==> src/design/ppe_pkg.sv <==
// ppe_pkg: shared widths, partition mode codes and the scan-to-output
// request struct for the pivot partition engine
// no dependencies
`default_nettype none

package ppe_pkg;

    localparam int DEPTH_DEF = 64;
    localparam int DATA_W    = 8;
    localparam int MODE_W    = 2;

    // partition modes; the unused code behaves as the stable mode
    localparam logic [MODE_W-1:0] MODE_FIRST_REV    = 2'd0;
    localparam logic [MODE_W-1:0] MODE_FIRST_STABLE = 2'd1;
    localparam logic [MODE_W-1:0] MODE_LAST         = 2'd2;

    // one emitted element from the scan sequencer, or the end-of-run flush
    typedef struct packed {
        logic              vld;
        logic [DATA_W-1:0] val;
        logic              flush;
    } emit_t;

endpackage

`default_nettype wire

==> src/design/ppe_ram.sv <==
// ppe_ram: generic single write port, single read port ram with registered read
// no dependencies
`default_nettype none

module ppe_ram #(
    parameter int WIDTH = 8,
    parameter int DEPTH = 64
) (
    input  wire logic                     clk,
    input  wire logic                     we,
    input  wire logic [$clog2(DEPTH)-1:0] waddr,
    input  wire logic [WIDTH-1:0]         wdata,
    input  wire logic                     re,
    input  wire logic [$clog2(DEPTH)-1:0] raddr,
    output logic      [WIDTH-1:0]         rdata
);

    logic [WIDTH-1:0] mem [DEPTH];

    always_ff @(posedge clk)
    begin
        if (we)
        begin
            mem[waddr] <= wdata;
        end
        if (re)
        begin
            rdata <= mem[raddr];
        end
    end

endmodule

`default_nettype wire

==> src/design/ppe_scan.sv <==
// ppe_scan: sequencer that reads the pivot, then scans the element store
// twice through one shared comparator and issues emit requests
// depends on ppe_pkg
`default_nettype none

module ppe_scan #(
    parameter int DEPTH = ppe_pkg::DEPTH_DEF
) (
    input  wire logic                             clk,
    input  wire logic                             rst_n,
    input  wire logic                             go,
    input  wire logic [ppe_pkg::MODE_W-1:0]       mode,
    input  wire logic [$clog2(DEPTH+1)-1:0]       n,
    output logic                                  rd_en,
    output logic      [$clog2(DEPTH)-1:0]         rd_addr,
    input  wire logic [ppe_pkg::DATA_W-1:0]       rd_data,
    output logic                                  busy,
    output ppe_pkg::emit_t                        emit
);

    import ppe_pkg::*;

    localparam int AW    = $clog2(DEPTH);
    localparam int CNT_W = $clog2(DEPTH + 1);

    localparam logic [2:0] S_IDLE   = 3'd0;
    localparam logic [2:0] S_PIVOT  = 3'd1;
    localparam logic [2:0] S_PLOAD  = 3'd2;
    localparam logic [2:0] S_SCAN_A = 3'd3;
    localparam logic [2:0] S_MID    = 3'd4;
    localparam logic [2:0] S_SCAN_B = 3'd5;
    localparam logic [2:0] S_FLUSH  = 3'd6;

    logic [2:0]        state_reg, state_next;
    logic [AW-1:0]     idx_reg, idx_next;
    logic [CNT_W-1:0]  cnt_reg, cnt_next;
    logic              pend_rd_reg, pend_rd_next;
    logic [MODE_W-1:0] mode_reg, mode_next;
    logic [CNT_W-1:0]  n_reg, n_next;
    logic [DATA_W-1:0] x_reg, x_next;

    logic [CNT_W-1:0]  n_m1;
    logic [AW-1:0]     last_addr;
    logic              is_rev;
    logic              is_last_mode;
    logic              is_stable;
    logic [AW-1:0]     a_start;
    logic [AW-1:0]     b_start;
    logic [CNT_W-1:0]  scan_cnt;
    logic              lt;

    assign n_m1         = n_reg - CNT_W'(1);
    assign last_addr    = n_m1[AW-1:0];
    assign is_rev       = (mode_reg == MODE_FIRST_REV);
    assign is_last_mode = (mode_reg == MODE_LAST);
    assign is_stable    = !is_rev && !is_last_mode;
    assign a_start      = is_rev ? last_addr : '0;
    assign b_start      = is_rev ? AW'(1) : '0;
    assign scan_cnt     = is_stable ? n_reg : n_m1;

    // the shared comparator
    assign lt = (rd_data < x_reg);

    always_comb
    begin
        state_next   = state_reg;
        idx_next     = idx_reg;
        cnt_next     = cnt_reg;
        pend_rd_next = 1'b0;
        mode_next    = mode_reg;
        n_next       = n_reg;
        x_next       = x_reg;
        rd_en        = 1'b0;
        rd_addr      = idx_reg;
        case (state_reg)
            S_IDLE:
            begin
                if (go)
                begin
                    mode_next  = mode;
                    n_next     = n;
                    state_next = S_PIVOT;
                end
            end
            S_PIVOT:
            begin
                rd_en      = 1'b1;
                rd_addr    = is_last_mode ? last_addr : '0;
                state_next = S_PLOAD;
            end
            S_PLOAD:
            begin
                x_next     = rd_data;
                idx_next   = a_start;
                cnt_next   = scan_cnt;
                state_next = S_SCAN_A;
            end
            S_SCAN_A:
            begin
                if (cnt_reg != '0)
                begin
                    rd_en        = 1'b1;
                    idx_next     = is_rev ? idx_reg - AW'(1) : idx_reg + AW'(1);
                    cnt_next     = cnt_reg - CNT_W'(1);
                    pend_rd_next = 1'b1;
                end
                else if (is_stable)
                begin
                    idx_next   = b_start;
                    cnt_next   = scan_cnt;
                    state_next = S_SCAN_B;
                end
                else
                begin
                    state_next = S_MID;
                end
            end
            S_MID:
            begin
                idx_next   = b_start;
                cnt_next   = scan_cnt;
                state_next = S_SCAN_B;
            end
            S_SCAN_B:
            begin
                if (cnt_reg != '0)
                begin
                    rd_en        = 1'b1;
                    idx_next     = idx_reg + AW'(1);
                    cnt_next     = cnt_reg - CNT_W'(1);
                    pend_rd_next = 1'b1;
                end
                else
                begin
                    state_next = S_FLUSH;
                end
            end
            S_FLUSH:
            begin
                state_next = S_IDLE;
            end
            default:
            begin
                state_next = S_IDLE;
            end
        endcase
    end

    always_ff @(posedge clk or negedge rst_n)
    begin
        if (!rst_n)
        begin
            state_reg   <= S_IDLE;
            pend_rd_reg <= 1'b0;
            cnt_reg     <= '0;
            mode_reg    <= MODE_FIRST_REV;
            n_reg       <= '0;
        end
        else
        begin
            state_reg   <= state_next;
            pend_rd_reg <= pend_rd_next;
            cnt_reg     <= cnt_next;
            mode_reg    <= mode_next;
            n_reg       <= n_next;
        end
    end

    always_ff @(posedge clk)
    begin
        idx_reg <= idx_next;
        x_reg   <= x_next;
    end

    assign busy = (state_reg != S_IDLE);

    always_comb
    begin
        emit.vld   = ((state_reg == S_SCAN_A) && pend_rd_reg && lt)
                  || ((state_reg == S_SCAN_B) && pend_rd_reg && !lt)
                  || (state_reg == S_MID);
        emit.val   = (state_reg == S_MID) ? x_reg : rd_data;
        emit.flush = (state_reg == S_FLUSH);
    end

endmodule

`default_nettype wire

==> src/design/ppe_emit.sv <==
// ppe_emit: holds the newest emitted element back one request so the final
// one can carry end_of_run, and drives the registered result ports
// depends on ppe_pkg
`default_nettype none

module ppe_emit (
    input  wire logic                       clk,
    input  wire logic                       rst_n,
    input  wire ppe_pkg::emit_t             emit,
    input  wire logic                       run_ovf,
    output logic                            result_valid,
    output logic [ppe_pkg::DATA_W-1:0]      elem_out,
    output logic                            end_of_run,
    output logic                            overflow
);

    import ppe_pkg::*;

    logic              pend_vld_reg, pend_vld_next;
    logic [DATA_W-1:0] pend_val_reg, pend_val_next;
    logic              out_vld_reg, out_vld_next;
    logic [DATA_W-1:0] out_val_reg;
    logic              out_end_reg;
    logic              out_ovf_reg;

    always_comb
    begin
        pend_vld_next = pend_vld_reg;
        pend_val_next = pend_val_reg;
        out_vld_next  = (emit.vld || emit.flush) && pend_vld_reg;
        if (emit.vld)
        begin
            pend_vld_next = 1'b1;
            pend_val_next = emit.val;
        end
        else if (emit.flush)
        begin
            pend_vld_next = 1'b0;
        end
    end

    always_ff @(posedge clk or negedge rst_n)
    begin
        if (!rst_n)
        begin
            pend_vld_reg <= 1'b0;
            out_vld_reg  <= 1'b0;
        end
        else
        begin
            pend_vld_reg <= pend_vld_next;
            out_vld_reg  <= out_vld_next;
        end
    end

    always_ff @(posedge clk)
    begin
        pend_val_reg <= pend_val_next;
        if (out_vld_next)
        begin
            out_val_reg <= pend_val_reg;
            out_end_reg <= emit.flush;
            out_ovf_reg <= run_ovf;
        end
    end

    assign result_valid = out_vld_reg;
    assign elem_out     = out_val_reg;
    assign end_of_run   = out_end_reg;
    assign overflow     = out_ovf_reg;

endmodule

`default_nettype wire

==> src/design/pivot_partition_engine.sv <==
// pivot_partition_engine: top level; element loader, mode register, store ram,
// scan sequencer and result output stage
// depends on ppe_pkg, ppe_ram, ppe_scan, ppe_emit
//
// A sequence of bytes is loaded one request per cycle (start high while busy
// is low); each is written to the element store until DEPTH are held, later
// ones are dropped and flag overflow on every result of that run. The request
// with is_last set starts the emit phase: busy rises on the next cycle, the
// pivot is read, and the store is scanned twice through one comparator, one
// element per cycle, first for the elements below the pivot, then for the
// rest. The scan is paced by the single read port of the store; results come
// as one-cycle result_valid strobes with no backpressure, so the receiver
// must take each one on the cycle it appears, and end_of_run marks the last.
// The last strobe of a run shows in the first cycle that busy is low.
// partition_mode must be written through cfg_valid (always ready) while the
// block is idle; the block itself does not enforce this.
`default_nettype none

module pivot_partition_engine #(
    parameter int DEPTH = ppe_pkg::DEPTH_DEF
) (
    input  wire logic                         clk,
    input  wire logic                         rst_n,
    input  wire logic                         start,
    output logic                              busy,
    input  wire logic [ppe_pkg::DATA_W-1:0]   value,
    input  wire logic                         is_last,
    input  wire logic                         cfg_valid,
    output logic                              cfg_ready,
    input  wire logic [ppe_pkg::MODE_W-1:0]   partition_mode,
    output logic                              result_valid,
    output logic      [ppe_pkg::DATA_W-1:0]   elem_out,
    output logic                              end_of_run,
    output logic                              overflow
);

    import ppe_pkg::*;

    localparam int AW    = $clog2(DEPTH);
    localparam int CNT_W = $clog2(DEPTH + 1);

    logic [MODE_W-1:0] mode_reg;
    logic [CNT_W-1:0]  count_reg, count_next;
    logic              ovf_reg, ovf_next;
    logic              run_ovf_reg, run_ovf_next;

    logic              accept;
    logic              full;
    logic              wr_en;
    logic              go;
    logic [CNT_W-1:0]  run_n;

    logic              rd_en;
    logic [AW-1:0]     rd_addr;
    logic [DATA_W-1:0] rd_data;
    logic              scan_busy;
    emit_t             emit;

    // config register, always ready
    assign cfg_ready = 1'b1;

    always_ff @(posedge clk or negedge rst_n)
    begin
        if (!rst_n)
        begin
            mode_reg <= MODE_FIRST_REV;
        end
        else if (cfg_valid)
        begin
            mode_reg <= partition_mode;
        end
    end

    // loader: store the element if there is room, else note the overflow
    assign busy   = scan_busy;
    assign accept = start && !scan_busy;
    assign full   = (count_reg >= CNT_W'(DEPTH));
    assign wr_en  = accept && !full;
    assign go     = accept && is_last;
    assign run_n  = full ? count_reg : count_reg + CNT_W'(1);

    always_comb
    begin
        count_next   = count_reg;
        ovf_next     = ovf_reg;
        run_ovf_next = run_ovf_reg;
        if (accept)
        begin
            if (is_last)
            begin
                // the run is handed to the scan; clear for the next sequence
                count_next   = '0;
                ovf_next     = 1'b0;
                run_ovf_next = ovf_reg || full;
            end
            else
            begin
                count_next = run_n;
                ovf_next   = ovf_reg || full;
            end
        end
    end

    always_ff @(posedge clk or negedge rst_n)
    begin
        if (!rst_n)
        begin
            count_reg   <= '0;
            ovf_reg     <= 1'b0;
            run_ovf_reg <= 1'b0;
        end
        else
        begin
            count_reg   <= count_next;
            ovf_reg     <= ovf_next;
            run_ovf_reg <= run_ovf_next;
        end
    end

    // element store
    ppe_ram #(
        .WIDTH (DATA_W),
        .DEPTH (DEPTH)
    ) u_store (
        .clk   (clk),
        .we    (wr_en),
        .waddr (count_reg[AW-1:0]),
        .wdata (value),
        .re    (rd_en),
        .raddr (rd_addr),
        .rdata (rd_data)
    );

    // pivot read and the two compare passes
    ppe_scan #(
        .DEPTH (DEPTH)
    ) u_scan (
        .clk     (clk),
        .rst_n   (rst_n),
        .go      (go),
        .mode    (mode_reg),
        .n       (run_n),
        .rd_en   (rd_en),
        .rd_addr (rd_addr),
        .rd_data (rd_data),
        .busy    (scan_busy),
        .emit    (emit)
    );

    // result strobes
    ppe_emit u_emit (
        .clk          (clk),
        .rst_n        (rst_n),
        .emit         (emit),
        .run_ovf      (run_ovf_reg),
        .result_valid (result_valid),
        .elem_out     (elem_out),
        .end_of_run   (end_of_run),
        .overflow     (overflow)
    );

endmodule

`default_nettype wire

==> config.mk <==
export PLATFORM = sky130hd
export DESIGN_NAME = pivot_partition_engine
export DESIGN_NICKNAME = d
export VERILOG_FILES = /design/src/design/ppe_pkg.sv /design/src/design/ppe_ram.sv /design/src/design/ppe_scan.sv /design/src/design/ppe_emit.sv /design/src/design/pivot_partition_engine.sv
export SDC_FILE = /design/constraint.sdc
export NUM_CORES = 1
export LEC_CHECK = 0
export BUFFER_PORTS_ARGS = -buffer_cell sky130_fd_sc_hd__buf_4
export CORE_ASPECT_RATIO = 1.5
export CORE_UTILIZATION = 63
export CTS_CLUSTER_DIAMETER = 150
export DETAILED_ROUTE_END_ITERATION = 16
export HOLD_SLACK_MARGIN = 0.02
export PLACE_DENSITY = 0.79
export SLEW_MARGIN = 20
export SYNTH_ARGS = -nofsm -noshare
export SYNTH_HDL_FRONTEND = slang
export SYNTH_SLANG_ARGS = --single-unit
==> constraint.sdc <==
create_clock -name clk -period 3.82 [get_ports clk]
set_input_delay 0.191 -clock clk [delete_from_list [all_inputs] [get_ports clk]]
set_output_delay 0.191 -clock clk [all_outputs]
set_load 0.05 [all_outputs]
==> results of run 1 <==
[layout make-up]
class	instances	area, um^2
clock buffer	58	1350
clock inverter	38	350
fill	2579	11600
inverter	22	82.6
multi-input combinational	1112	7760
sequential	585	17400
tap	506	633
timing repair buffer	140	1120
[cell families (layout without fill, tap and decap cells)]
logic type | after synthesis | in the layout
flops | 585 | 585
simple gates | 533 | 533
buf+inv | 158 | 258
compound gates | 423 | 423
mux | 122 | 122
other cells | 1 | 1
fa+ha+maj | 14 | 14
xor+xnor | 19 | 19
[power by group]
part | switching (mW) | total (mW) | internal, mW
combinational | 5.19 | 7.89 | 2.70
sequential | 0.345 | 7.86 | 7.52
clock | 2.33 | 5.27 | 2.95
total | 7.86 | 21.0 | 13.2
[timing repair]
| item | 4_1_cts | 5_1_grt |
|---|---|---|
| hold buffers | 6 | 0 |
| endpoints found under the hold margin | 40 | 0 |
| resized for setup | 0 | 2 |
| setup endpoints to repair | 0 | 5 |
[layer usage]
layer  wire length [um]  up-vias  global-route usage (%)
met5                 11        -                       0
met4               5830        2                    25.1
met3               6950      289                    7.14
met2              34500     1166                    56.3
met1              24200     8536                    41.9
li1                   -     7348                       -
[worst paths after layout]
path,start,end,cells past startpoint
max in group asynchronous,rst_n,u_scan.n_reg[0]$_DFFE_PN0P_,2
worst max-delay path,u_scan.n_reg[0]$_DFFE_PN0P_,u_store.rdata[5]$_DFFE_PP_,10
worst min register to register,u_emit.pend_val_reg[0]$_DFFE_PP_,u_emit.elem_out[0]$_DFFE_PP_,0
min in group clk,start,ovf_reg$_DFFE_PN0P_,3
worst max register to register,u_scan.n_reg[0]$_DFFE_PN0P_,u_store.rdata[5]$_DFFE_PP_,10
worst min-delay path,rst_n,u_scan.cnt_reg[5]$_DFFE_PN0P_,2
[cell usage in the layout, fill, tap and decap left out, types with 11 or more instances in the layout]
master     Yosys  routed
edfxtp_1     552     552
buf_4         17     129
o21ai_0      126     125
nand2_1      123     123
nor2_1       100     100
nand3_1       72      72
mux2i_1       59      59
and2_1        56      56
clkbuf_16      0      53
nor2b_1       52      51
a21oi_1       49      49
o211ai_1      49      49
nand4_1       47      47
a32oi_1       34      34
mux2_2        33      33
dfrtp_1       33      33
mux4_2        28      28
inv_1         22      22
a211oi_1      21      21
o221ai_1      20      20
ha_1          14      14
clkinv_2       0      14
nor3_1        13      13
a211o_1       13      13
a2111oi_0     14      13
and3_1        12      12
a21o_1        12      12
a22oi_1       11      11
o31ai_1       11      11
clkinv_1       0      11
==> out/results.txt, run 1 <==
Tot Pwr = 21.0 mW
DIE WIDTH = 167 um
DRT antenna net count = 0
flop2flop setup slack = -0.03 ns
CTS tree = built
status = finished, violations left
Setup CP Type = flop to flop
clk_skew = 0.0166 ns
Layout area overhead = 11.1%
I/O Pins = 28
pre-CTS setup slack = 0.148 ns
root buffer cell = clkbuf_16
routed len/inst = 29.0 um
GR Util All Layers = 34.9%
syn nets = 1,884
die height = 250 um
initial antenna violation count = 1
top cell type's share of synthesized area = 64.2%
Power Dens Cells = 733 mW/mm^2
CP max-delay cell = a2111oi_0
share of layout cells above drive strength 1 = 15.8%
via count = 17,300
clock sinks = 585
register area share after synthesis = 67.4%
final hold slack = 0.0652 ns
final design utilization = 71.2%
Setup crit start kind = flop
hpwl dp = 44,700 um
clk slew on worst S/H paths = 0.06 ns
setup ws final = -0.0268 ns
Initial Utilization = 64.1%
non-filler cells in the finished layout = 2,461
Post-Synthesis Cells = 1,855
fin. max-slew vios = 0
placed cell areas = 0.0269 mm^2
max reg flops = 512
die footprint = 0.0418 mm^2
GP Congestion = 1.02
mux cell area share after synthesis = 6.26%
worst path bufs/invs = 2
XOR/XNOR Fraction of Synth Area = 0.746%
clock buffer depth = 3
DRC viols = 0
DRT Wirelength = 71,500 um
delay-heaviest family, CP = compound AO/OA/AOI/OAI gates
Final TNS setup = -0.0268 ns
most flop-heavy register = u_store.mem
Required @ worst endpoint = 4.14 ns
Critical Path End Type = flop
largest net degree at the start of global routing = 65
post-route cell area = 0.0287 mm^2
first-pass GRT wire length = 107,000 um
setup violators final = 1
Worst Path Max Fanout = 30
Worst slew margin = 26.8%
Leakage = 9.47 nW
top_reg_cell synth = edfxtp_1
failing checks = setup timing
ys async rst share = 5.64%
Final nets = 1,942
synth unique cells = 80
Placed Cells = 2,359
MaxCap Viol Count = 0
Area contributors post-synth = edfxtp_1 (64%), dfrtp_1 (3.2%), o21ai_0 (2.4%)
WP data arrival = 4.17 ns
part of the cycle the worst path needs = 101%
ANT cells = 0
Initial DRC Count = 2,732
Pre-antenna DRT Iters = 6
Hold Vio Cnt, Final = 0
simple-gate share of the synthesized area = 10.8%
RSZ-0062 raised after global routing = false
Avg Inst Size Synth = 13.9 um^2
Tmin final = 3.85 ns
adder-cell share of the synthesized area = 0.678%
drt via density = 7.05
PortBufs = 26
Core Area = 0.0403 mm^2
count leader, synth = edfxtp_1
FMAX = 260 MHz
crit-path max cell delay = 0.95 ns
GRT overflow = 0
worst skew pair latency = 0.60 ns
vias in the first global route = 17,300
mapped cell area = 0.0258 mm^2
worst-path cell chain = inv_1 -> ha_1 -> xnor2_4 -> buf_4 -> o211ai_1 -> a32oi_1 -> a2111oi_0 -> o221ai_1 -> o31ai_1 -> a211oi_2
CTS Buf Count = 52
HP Class = primary input to async pin
area leader, netlist = edfxtp_1
Post-synth EDFFs = 552
synth cell count leaders = edfxtp_1 (552), o21ai_0 (126), nand2_1 (123)
worst vdd ir = 462 uV
largest family of logic cells by synthesized area = compound AO/OA/AOI/OAI gates
cell row count = 90
Least-Margin Pin Slew = 1.07 ns
FF+latch count, synth = 585
setup bufs post-CTS = 0
synth warn = 0
total number of H-tree levels = 2
Synth Area in Compound Gates = 11.3%
Note: power is estimated with default switching activity, not from simulation.
==> run 2: changes to the inputs <==
--- a/config.mk
+++ b/config.mk
@@ -6,12 +6,14 @@
 export NUM_CORES = 1
 export LEC_CHECK = 0
 export BUFFER_PORTS_ARGS = -buffer_cell sky130_fd_sc_hd__buf_4
+export CELL_PAD_IN_SITES_DETAIL_PLACEMENT = 0
+export CELL_PAD_IN_SITES_GLOBAL_PLACEMENT = 1
 export CORE_ASPECT_RATIO = 1.5
-export CORE_UTILIZATION = 63
+export CORE_UTILIZATION = 53
 export CTS_CLUSTER_DIAMETER = 150
 export DETAILED_ROUTE_END_ITERATION = 16
 export HOLD_SLACK_MARGIN = 0.02
-export PLACE_DENSITY = 0.79
+export PLACE_DENSITY = 0.76
 export SLEW_MARGIN = 20
 export SYNTH_ARGS = -nofsm -noshare
 export SYNTH_HDL_FRONTEND = slang
==> run 2 against run 1 <==
Net effect:
- the run now ends clean
- first-iteration DRC count is 38% lower
- clock power is 2% lower
- global-route usage is 5.9 points lower
- sequential power hardly changed
- critical path depth is 1 lower
==> out/results.txt, run 2 (synthesized netlist as in run 1, its figures left out) <==
most frequent cells in the layout = edfxtp_1 (552), o21ai_0 (125), nand2_1 (123), buf_4 (120), nor2_1 (100)
clk slew on worst S/H paths = 0.07 ns (about the same)
total number of H-tree levels = 2 (unchanged)
Required @ worst endpoint = 4.15 ns (about the same)
worst-path cell chain = or3b_1 -> buf_4 -> a311oi_2 -> nor2_1 -> buf_4 -> a2111oi_0 -> o221ai_1 -> o31ai_1 -> a211oi_2
Tot Pwr = 20.8 mW (-0.90%)
Final nets = 1,939 (-0.15%)
part of the cycle the worst path needs = 98.3% (-2.4 points)
GRT overflow = 0 (unchanged)
I/O Pins = 28 (unchanged)
Tmin final = 3.75 ns (-0.0932 ns)
fin. max-slew vios = 0 (unchanged)
CP max-delay cell = a2111oi_0
Critical Path End = u_store.rdata[2]$_DFFE_PP_
Hold Vio Cnt, Final = 0 (unchanged)
worst reg2reg path startpoint = u_scan.state_reg[1]$_DFFE_PN0P_
Worst slew margin = 33.9% (+7.1 points)
PortBufs = 26 (unchanged)
routed len/inst = 27.3 um (-5.8%)
die height = 272 um (+9.0%)
crit path from = u_scan.state_reg[1]$_DFFE_PN0P_
initial antenna violation count = 0 (-1)
worst skew pair latency = 0.60 ns (about the same)
Setup crit start kind = flop
hpwl dp = 46,000 um (+2.9%)
Leakage = 9.45 nW (-0.22%)
clk_skew = 0.0266 ns (+0.0100 ns)
flop2flop setup slack = 0.07 ns (+0.09 ns)
ANT cells = 0 (unchanged)
Critical Path End Type = flop
clock buffer depth = 3 (unchanged)
CTS tree = built
HP Class = primary input to async pin
cell row count = 98 (+8.9%)
Initial DRC Count = 1,707 (-38%)
DRC viols = 0 (unchanged)
Setup CP Type = flop to flop
Layout area overhead = 11.7%
most common cell after layout, fill and taps aside = edfxtp_1
final hold slack = 0.0983 ns (+0.0331 ns)
GR Util All Layers = 29.0% (-5.9 points)
Least-Margin Pin Slew = 0.966 ns (-0.103 ns)
GP Congestion = 0.919 (-9.6%)
max reg flops = 512 (unchanged)
root buffer cell = clkbuf_16
worst vdd ir = 509 uV (+10%)
most flop-heavy register = u_store.mem
status = finished, final reports clean
setup violators final = 0 (-1)
DRT antenna net count = 0 (unchanged)
Core Area = 0.0479 mm^2 (+19%)
DRT Wirelength = 71,100 um (-0.51%)
R2R cell count = 9 (-1)
Power Dens Cells = 722 mW/mm^2 (-1.5%)
Pre-antenna DRT Iters = 6 (unchanged)
WP data arrival = 4.09 ns (-0.08 ns)
DIE WIDTH = 182 um (+8.9%)
Worst Path Max Fanout = 21 (-30%)
RSZ-0062 raised after global routing = false
most used cell, CP = buf_4
largest net degree at the start of global routing = 79 (+22%)
die footprint = 0.0497 mm^2 (+19%)
vias in the first global route = 16,300 (-5.6%)
share of layout cells above drive strength 1 = 15.0% (-0.73 points)
MaxCap Viol Count = 0 (unchanged)
drt via density = 6.41 (-9.1%)
via count = 16,700 (-4.0%)
Initial Utilization = 53.9% (-10 points)
clock sinks = 585 (unchanged)
first-pass GRT wire length = 105,000 um (-1.3%)
CTS Buf Count = 54 (+3.8%)
crit-path max cell delay = 0.85 ns (-0.10 ns)
FF-to-FF End = u_store.rdata[2]$_DFFE_PP_
FMAX = 266 MHz (+2.5%)
[run 2: changes by cell type in the layout (fill, tap and decap cells not counted), sizes merged]
| cell | previous run | this run |
|---|---|---|
| clkbuf | 58 | 68 |
| inv | 25 | 23 |
| buf | 134 | 128 |
| bufinv | 6 | 2 |
| dlygate4sd3 | 6 | 7 |
| clkinvlp | 2 | 1 |
| clkinv | 27 | 24 |
[run 2: layer usage]
layer,track usage [%],up-vias,share of wire [%]
met5,0,-,0
met4,15.2,0,5.5
met3,3.16,165,6.1
met2,50.2,682,51
met1,36.0,8458,37
li1,-,7351,-
[run 2: cell type report]
cell class              count  area [um^2]
inverters                  22         82.6
repair buffers            135         1130
fillers                  3656        19100
multi-input cells        1112         7760
clock buffers              68         1470
flip-flops and latches    585        17400
well taps                 650          813
clock inverters            28          204
[run 2: worst min-delay path by stage]
stage	startpoint	to	cells past startpoint
CTS	rst_n	count_reg[5]$_DFFE_PN0P_	2
global route	rst_n	count_reg[3]$_DFFE_PN0P_	2
finish	rst_n	count_reg[5]$_DFFE_PN0P_	2
floorplan	rst_n	count_reg[0]$_DFFE_PN0P_	0
global placement	rst_n	count_reg[5]$_DFFE_PN0P_	1
detailed placement	rst_n	count_reg[5]$_DFFE_PN0P_	1
[run 2: worst max-delay path: cells and delay by family (launching register included)]
kind / cells / cell delay [ns]
flip-flops: 1 / 0.53
AND/OR/NAND/NOR: 2 / 0.61
AO/OA/AOI/OAI: 5 / 1.85
buffers and inverters: 2 / 0.49
[run 2: metrics by stage]
step                      std cells  cell area, um^2  TNS (ns)  worst slack, ns  util, %
after floorplan                1855            25800         0             1.02        -
after global placement         2497            27100   -0.0550          -0.0550     56.6
after detailed placement       2497            27100         0           0.0150     56.6
after CTS                      2600            28900         0           0.0151     60.2
after global routing           2600            28900         0           0.0512     60.2
final                          2600            28900         0           0.0664     60.2
[run 2: timing repair]
action	4_1_cts	5_1_grt
hold buffers	7	0
setup endpoints to repair	0	1
setup buffers	0	0
resized for setup	0	2
endpoints found under the hold margin	41	0
[run 2: report_power, final]
part / internal [mW] / total (mW) / switching, mW
combinational: 2.75 / 7.82 / 5.07
clock: 2.84 / 5.15 / 2.31
sequential: 7.52 / 7.87 / 0.350
total: 13.1 / 20.8 / 7.73
